<file path="src/rtl/core/crcfr_pkg.sv">
// types, constants and crc function for the framed command receiver
package crcfr_pkg;

  localparam logic [15:0] CRC_POLY = 16'h1021;

  localparam logic [1:0] REG_START_MARK = 2'd0;
  localparam logic [1:0] REG_END_MARK   = 2'd1;
  localparam logic [1:0] REG_MAX_LEN    = 2'd2;

  localparam logic [7:0] START_MARK_RST = 8'd126;
  localparam logic [7:0] END_MARK_RST   = 8'd127;
  localparam logic [7:0] MAX_LEN_RST    = 8'd255;

  localparam logic KIND_BYTE  = 1'b0;
  localparam logic KIND_CLEAR = 1'b1;

  typedef struct packed {
    logic       kind;
    logic [7:0] rx_byte;
  } crcfr_in_t;

  typedef struct packed {
    logic       frame_ok;
    logic       frame_rejected;
    logic       receiving;
    logic       command_ready;
    logic [7:0] command_code;
    logic [7:0] module_address;
    logic [7:0] module_role;
  } crcfr_out_t;

  typedef struct packed {
    logic [7:0] start_mark;
    logic [7:0] end_mark;
    logic [7:0] max_frame_length;
  } crcfr_cfg_t;

  function automatic logic [15:0] crc16_byte(input logic [15:0] crc, input logic [7:0] b);
    logic [15:0] c;
    c = crc ^ {b, 8'h00};
    for (int i = 0; i < 8; i++) begin
      c = c[15] ? ({c[14:0], 1'b0} ^ CRC_POLY) : {c[14:0], 1'b0};
    end
    return c;
  endfunction

endpackage

</file>
<file path="src/rtl/core/crcfr_engine.sv">
// frame state, crc accumulation and header latching for one item per cycle on which fire is high
module crcfr_engine (
  input  logic                   clk,
  input  logic                   rst_n,
  input  logic                   fire,
  input  crcfr_pkg::crcfr_in_t   item,
  input  crcfr_pkg::crcfr_cfg_t  cfg,
  output crcfr_pkg::crcfr_out_t  res
);
  import crcfr_pkg::*;

  logic        in_frame_r, in_frame_nxt;
  logic        valid_held_r, valid_held_nxt;
  logic [7:0]  byte_count_r, byte_count_nxt;
  logic [15:0] crc_r, crc_nxt;
  logic [7:0]  dly_r [3];
  logic [7:0]  dly_nxt [3];
  logic [7:0]  hdr_r [3];
  logic [7:0]  hdr_nxt [3];
  logic [7:0]  cmd_r, cmd_nxt;
  logic [7:0]  addr_r, addr_nxt;
  logic [7:0]  role_r, role_nxt;

  logic        ok, rej, clr;
  logic [8:0]  pos_inc;
  logic [15:0] crc_chk;
  logic [15:0] crc_upd;

  assign pos_inc = {1'b0, byte_count_r} + 9'd1;
  assign crc_upd = crc16_byte(crc_r, dly_r[2]);

  always_comb begin
    in_frame_nxt   = in_frame_r;
    valid_held_nxt = valid_held_r;
    byte_count_nxt = byte_count_r;
    crc_nxt        = crc_r;
    dly_nxt        = dly_r;
    hdr_nxt        = hdr_r;
    cmd_nxt        = cmd_r;
    addr_nxt       = addr_r;
    role_nxt       = role_r;
    ok             = 1'b0;
    rej            = 1'b0;
    clr            = 1'b0;
    crc_chk        = crc_r;

    if (item.kind == KIND_CLEAR) begin
      clr = 1'b1;
    end else if (!in_frame_r) begin
      if (item.rx_byte == cfg.start_mark) begin
        in_frame_nxt   = 1'b1;
        byte_count_nxt = 8'd1;
        crc_nxt        = 16'h0000;
        dly_nxt[0]     = item.rx_byte;
        dly_nxt[1]     = 8'h00;
        dly_nxt[2]     = 8'h00;
      end
    end else begin
      if (byte_count_r == 8'd1) hdr_nxt[0] = item.rx_byte;
      if (byte_count_r == 8'd2) hdr_nxt[1] = item.rx_byte;
      if (byte_count_r == 8'd3) hdr_nxt[2] = item.rx_byte;
      if (item.rx_byte == cfg.end_mark) begin
        in_frame_nxt = 1'b0;
        if (byte_count_r < 8'd3) begin
          rej = 1'b1;
        end else begin
          if (byte_count_r >= 8'd4) crc_chk = crc_upd;
          ok  = (crc_chk[7:0] == dly_r[1]) && (crc_chk[15:8] == dly_r[0]);
          rej = !ok;
        end
        valid_held_nxt = ok;
        if (ok) begin
          role_nxt = hdr_nxt[0];
          addr_nxt = hdr_nxt[1];
          cmd_nxt  = hdr_nxt[2];
        end
      end else begin
        if (byte_count_r >= 8'd4) crc_nxt = crc_upd;
        dly_nxt[2] = dly_r[1];
        dly_nxt[1] = dly_r[0];
        dly_nxt[0] = item.rx_byte;
      end
      byte_count_nxt = pos_inc[7:0];
      if (pos_inc >= {1'b0, cfg.max_frame_length}) clr = 1'b1;
    end

    if (clr) begin
      in_frame_nxt   = 1'b0;
      valid_held_nxt = 1'b0;
      byte_count_nxt = 8'd0;
      crc_nxt        = 16'h0000;
      for (int i = 0; i < 3; i++) begin
        dly_nxt[i] = 8'h00;
        hdr_nxt[i] = 8'h00;
      end
      cmd_nxt  = 8'h00;
      addr_nxt = 8'h00;
      role_nxt = 8'h00;
    end
  end

  always_comb begin
    res.frame_ok       = ok;
    res.frame_rejected = rej;
    res.receiving      = in_frame_nxt;
    res.command_ready  = valid_held_nxt;
    res.command_code   = cmd_nxt;
    res.module_address = addr_nxt;
    res.module_role    = role_nxt;
  end

  always_ff @(posedge clk) begin
    if (!rst_n) begin
      in_frame_r   <= 1'b0;
      valid_held_r <= 1'b0;
      byte_count_r <= 8'd0;
      crc_r        <= 16'h0000;
      for (int i = 0; i < 3; i++) begin
        dly_r[i] <= 8'h00;
        hdr_r[i] <= 8'h00;
      end
      cmd_r  <= 8'h00;
      addr_r <= 8'h00;
      role_r <= 8'h00;
    end else if (fire) begin
      in_frame_r   <= in_frame_nxt;
      valid_held_r <= valid_held_nxt;
      byte_count_r <= byte_count_nxt;
      crc_r        <= crc_nxt;
      dly_r        <= dly_nxt;
      hdr_r        <= hdr_nxt;
      cmd_r        <= cmd_nxt;
      addr_r       <= addr_nxt;
      role_r       <= role_nxt;
    end
  end

endmodule

</file>
<file path="src/rtl/core/crc16_framed_command_receiver_core.sv">
// top level: input register, frame engine, result register and config registers
// path: input register, then engine, then result register, which raises out_valid
// throughput: one item per cycle unless stalled, via the combinational byte-wide crc update
// a stalled result lets one more item wait in the input register, then in_stall rises
// reset: synchronous active-low rst_n clears frame state and latches, presets config
module crc16_framed_command_receiver_core (
  input  logic                  clk,
  input  logic                  rst_n,
  input  logic                  in_valid,
  output logic                  in_stall,
  input  crcfr_pkg::crcfr_in_t  in_item,
  output logic                  out_valid,
  input  logic                  out_stall,
  output crcfr_pkg::crcfr_out_t out_item,
  input  logic                  cfg_we,
  input  logic [1:0]            cfg_index,
  input  logic [7:0]            cfg_wdata
);
  import crcfr_pkg::*;

  logic       in_vld_r;
  crcfr_in_t  in_item_r;
  logic       out_vld_r;
  crcfr_out_t out_item_r;
  crcfr_cfg_t cfg_r;
  crcfr_out_t res;
  logic       advance;

  assign advance   = in_vld_r && (!out_vld_r || !out_stall);
  assign in_stall  = in_vld_r && !advance;
  assign out_valid = out_vld_r;
  assign out_item  = out_item_r;

  crcfr_engine u_engine (
    .clk   (clk),
    .rst_n (rst_n),
    .fire  (advance),
    .item  (in_item_r),
    .cfg   (cfg_r),
    .res   (res)
  );

  always_ff @(posedge clk) begin
    if (!rst_n) begin
      in_vld_r <= 1'b0;
    end else if (in_valid && !in_stall) begin
      in_vld_r <= 1'b1;
    end else if (advance) begin
      in_vld_r <= 1'b0;
    end
  end

  always_ff @(posedge clk) begin
    if (in_valid && !in_stall) begin
      in_item_r <= in_item;
    end
  end

  always_ff @(posedge clk) begin
    if (!rst_n) begin
      out_vld_r <= 1'b0;
    end else if (advance) begin
      out_vld_r <= 1'b1;
    end else if (!out_stall) begin
      out_vld_r <= 1'b0;
    end
  end

  always_ff @(posedge clk) begin
    if (advance) begin
      out_item_r <= res;
    end
  end

  always_ff @(posedge clk) begin
    if (!rst_n) begin
      cfg_r.start_mark       <= START_MARK_RST;
      cfg_r.end_mark         <= END_MARK_RST;
      cfg_r.max_frame_length <= MAX_LEN_RST;
    end else if (cfg_we) begin
      case (cfg_index)
        REG_START_MARK: cfg_r.start_mark       <= cfg_wdata;
        REG_END_MARK:   cfg_r.end_mark         <= cfg_wdata;
        REG_MAX_LEN:    cfg_r.max_frame_length <= cfg_wdata;
        default:        cfg_r <= cfg_r;
      endcase
    end
  end

endmodule

</file>
<file path="config.mk">
export PLATFORM = sky130hd
export DESIGN_NAME = crc16_framed_command_receiver_core
export DESIGN_NICKNAME = d
export VERILOG_FILES = /design/src/rtl/core/crcfr_pkg.sv /design/src/rtl/core/crcfr_engine.sv /design/src/rtl/core/crc16_framed_command_receiver_core.sv
export SDC_FILE = /design/constraint.sdc
export NUM_CORES = 1
export LEC_CHECK = 0
export BUFFER_PORTS_ARGS = -buffer_cell sky130_fd_sc_hd__buf_4
export CAP_MARGIN = 10
export CORE_ASPECT_RATIO = 2
export CORE_MARGIN = 1.5
export CORE_UTILIZATION = 40
export CTS_BUF_LIST = sky130_fd_sc_hd__clkbuf_2 sky130_fd_sc_hd__clkbuf_4 sky130_fd_sc_hd__clkbuf_8
export DETAILED_ROUTE_END_ITERATION = 7
export HOLD_SLACK_MARGIN = 0.02
export PLACE_DENSITY = 0.69
export SKIP_CTS_REPAIR_TIMING = 1
export SYNTH_ARGS = -nofsm -noshare
export SYNTH_HDL_FRONTEND = slang
export SYNTH_SLANG_ARGS = --single-unit
</file>
<file path="constraint.sdc">
create_clock -name clk -period 3.2 [get_ports clk]
set_input_delay 0 -clock clk [delete_from_list [all_inputs] [get_ports clk]]
set_output_delay 0 -clock clk [all_outputs]
set_load 0.005 [all_outputs]
</file>
==> impl_results.md <==
* Ports at 54
* Final #Nets at 1,042
* Hold Vio Cnt, Final at 0
* Sink Count at 161
* Asr flop ratio synth at 0
* Library cells used by synthesis at 59
* Fin cells at 1,282
* Worst-path clk slew at 90 ps
* Number of placement rows at 73
* Die height at 205.4 microns
* Pleak at 3.800 nW
* Wire per inst at 17.56 microns
* Hold wc startpoint: cfg_we
* Cell Area, Synth at 8195 sq um
* Gate power share at 0.079
* Syn Nets at 917
* CTS tree: yes
* Post-route clock period utilization at 0.9966
* Number of max-cap violations at 0
* Clock share of power at 0.364
* Vias per cell at 5.429
* First-pass detailed-route iteration total at 6
* Die ar. at 21,410 sq um
* Register area share after synthesis at 0.4385
* Sequential Power Share at 0.557
* Worst path cell trace: or4_4, or3_4, buf_8, mux2i_2, xor2_1, nand4b_1, nor4_4, buf_4, buf_12, buf_12, mux2i_2, nor2_1
* Setup crit end kind: register
* Layout fillers at 1,821
* FF-to-FF Start: u_engine.byte_count_r[2]
* Outcome: finished, final reports clean
* Slew margin rel. at 0.1545
* CTS root buffer: clkbuf_8
* Slowest cell on crit path: or4_4
* Number of buffers and inverters on the critical path at 4
* Gpl congestion at 0.9020
* Vias in the first global route at 6,767
* DRT antenna net count at 0
* First-pass GRT wire length at 34,710 microns
* Synthesis-to-finish area growth at 24.93%
* CTS H-tree lvls at 4
* Critical path type: reg2reg
* Worst-skew pair later-pin latency at 480 ps
* CORE AREA at 20,000 sq um
* Clock Skew at 15.89 ps
* Post-synth EDFFs at 37
* CP arrival at 3430 ps
* Synth Area per Inst at 9.302 sq um
* Yosys Warn Count at 0
* CP delay by family, top: simple AND/OR/NAND/NOR gates
* Antenna violations before repair at 0
* Die width at 104.2 microns
* Achievable Freq at 313.6 MHz
* WP data required at 3440 ps
* Worst Path Max Fanout at 12
* Pint at 2.873 mW
* Remaining DRCs at 0
* Placed cell count at 1,207
* Prevailing post-synth register cell: dfxtp_1
* Iteration-0 DRC Markers at 388
* Final Critical Period at 3189 ps
* # setup viols final at 0
* FF+latch count, synth at 161
* Max stage delay on crit path at 520 ps
* RSZ-0062 raised after global routing: yes
* Cells after synthesis at 881
* Worst hold path class: in2reg
* Pwr dens at 377.2 nW/um^2
* Share of cells above drive strength 1 at 0.2257
* Crit path launch type: register
* CP startpoint: u_engine.byte_count_r[2]
* Largest net degree at the start of global routing at 97
* Area after DPL at 9328 sq um
* Num CTS Buffers at 17
* Psw at 0.9885 mW
* Tot GR Track Use at 0.2104
* Detailed placement HPWL at 15,500 microns
* CTS max path bufs at 2
* Vias post-DR at 6,960
* Final instance area at 10,240 sq um
* Routed WL at 22,510 microns
* Worst slew pin tran at 1257 ps
* Pins Over Slew Limit at 0
* Max rail drop VDD at 0.2940 mV
* Sw Share at 0.2560
* Initial core utilization at 0.4097
* Gr ovfl total at 0
* Port Buffers at 53
-- flip-flops by register name, summed over array words and instances (netlist names), 8 cells and up --
name,count
u_engine.role_r,8
in_item_r,9
out_item,28
u_engine.addr_r,8
u_engine.hdr_r,24
u_engine.crc_r,16
u_engine.cmd_r,8
u_engine.byte_count_r,8
cfg_r,24
u_engine.dly_r,24
-- path summary, 6_finish.rpt --
kind                 endpoint  slack (ps)  cells after the start
setup / recovery  out_item[9]          10                     12
hold / removal      cfg_r[23]          70                      4
setup reg to reg  out_item[9]          10                     12
hold reg to reg     cfg_r[16]         490                      2
-- area by class of cell --
| cell class | count | area, sq um | share of cell area |
|---|---|---|---|
| clock inverters | 14 | 115.1 | 0.01124 |
| flip-flops and latches | 161 | 3597 | 0.3513 |
| multi-input cells | 646 | 4419 | 0.4316 |
| inverters | 13 | 48.80 | 0.004766 |
| repair buffers | 167 | 1486 | 0.1452 |
| clock buffers | 18 | 241.5 | 0.02359 |
| well taps | 262 | 327.8 | 0.03202 |
| diodes | 1 | 2.502 | 0.0002444 |
-- cell usage after synthesis, drive strengths merged, types with 2 or more instances --
library cell / n / area (sq um)
dfxtp: 124 / 2482
nand2: 110 / 412.9
nand3: 72 / 360.4
clkbuf: 49 / 183.9
nor2b: 49 / 306.5
xnor2: 48 / 427.9
a22oi: 42 / 315.3
edfxtp: 37 / 1111
o211ai: 36 / 270.3
nor2: 35 / 131.4
mux2i: 32 / 320.3
o21ai: 32 / 160.2
nand4: 31 / 193.9
and2: 25 / 156.4
mux2: 25 / 281.5
xor2: 18 / 165.2
buf: 12 / 76.32
ha: 12 / 150.1
inv: 12 / 45.04
a21oi: 11 / 55.05
a21boi: 7 / 52.55
nor3: 6 / 30.03
a21o: 5 / 37.54
and3: 4 / 25.02
nand3b: 4 / 30.03
nor4: 4 / 31.28
xnor3: 4 / 90.09
nand2b: 3 / 18.77
o21a: 3 / 22.52
or3: 3 / 18.77
o2111ai: 2 / 17.52
o221a: 2 / 22.52
or2: 2 / 12.51
or3b: 2 / 17.52
-- power by group through the flow --
stage	Combinational [mW]	Sequential, mW	Clock [mW]
detailed placement	0.264	2.20	0
global placement	0.261	2.20	0
finish	0.304	2.15	1.41
global route	0.329	2.16	1.52
floorplan	0.147	2.19	0
CTS	0.264	2.15	1.44
-- logic make-up (layout without fill, tap and decap cells) --
logic type                 count (synthesis)  count (layout)  synth area share
and+or+nand+nor                          356             356            0.2195
DFF                                      161             161            0.4385
AOI/OAI and AO/OA                        150             150            0.1263
buffers and inverters                     74             212           0.03771
xor gates and xnor gates                  71              71           0.08626
muxes                                     57              57           0.07344
adders and majority gates                 12              12           0.01832
other                                      0               1                 0
-- stage by stage --
stage | utilization | power, mW | hold slack, ps | setup WS, ps | TNS [ps]
2_1_floorplan | - | 2.334 | 98.87 | 23.54 | 0
3_3_place_gp | 0.4663 | 2.459 | 179.7 | -16.06 | -82.29
3_5_place_dp | 0.4663 | 2.462 | 179.3 | -35.11 | -283.6
4_1_cts | 0.4841 | 3.855 | -338.5 | -54.99 | -579.2
5_1_grt | 0.5117 | 4.007 | 107.9 | -107.3 | -2227
6_report | 0.5119 | 3.862 | 71.77 | 10.77 | 0
-- worst reg2reg max path: stages, from the launching register on --
cell and delay, ps:
dfxtp_2 330, or4_4 520, or3_4 340, buf_8 160, mux2i_2 190, xor2_1 230
nand4b_1 170, nor4_4 260, buf_4 190, buf_12 150, buf_12 150, mux2i_2 200
nor2_1 60
-- cell usage in the layout, fill, tap and decap left out, types with 10 or more instances in the layout --
master	instances
ha_1	11
o21ai_0	30
edfxtp_1	37
o211ai_1	36
nand3_1	69
dfxtp_1	121
nor2b_1	49
xor2_1	16
nor2_1	32
dlygate4sd3_1	25
a21oi_1	10
clkbuf_8	17
a22oi_1	42
mux2i_1	27
inv_1	12
nand2_1	110
and2_1	25
xnor2_1	46
mux2_2	25
buf_4	126
nand4_1	31
-- metal layers --
metal	up-vias	track usage	wire length (microns)
met5	-	0	0
met4	0	0.1438	1230
met3	59	0.03579	630
met2	166	0.4061	12760
met1	3353	0.1998	7894
li1	3382	-	-
No activity file was read; power rests on OpenSTA's default activity.
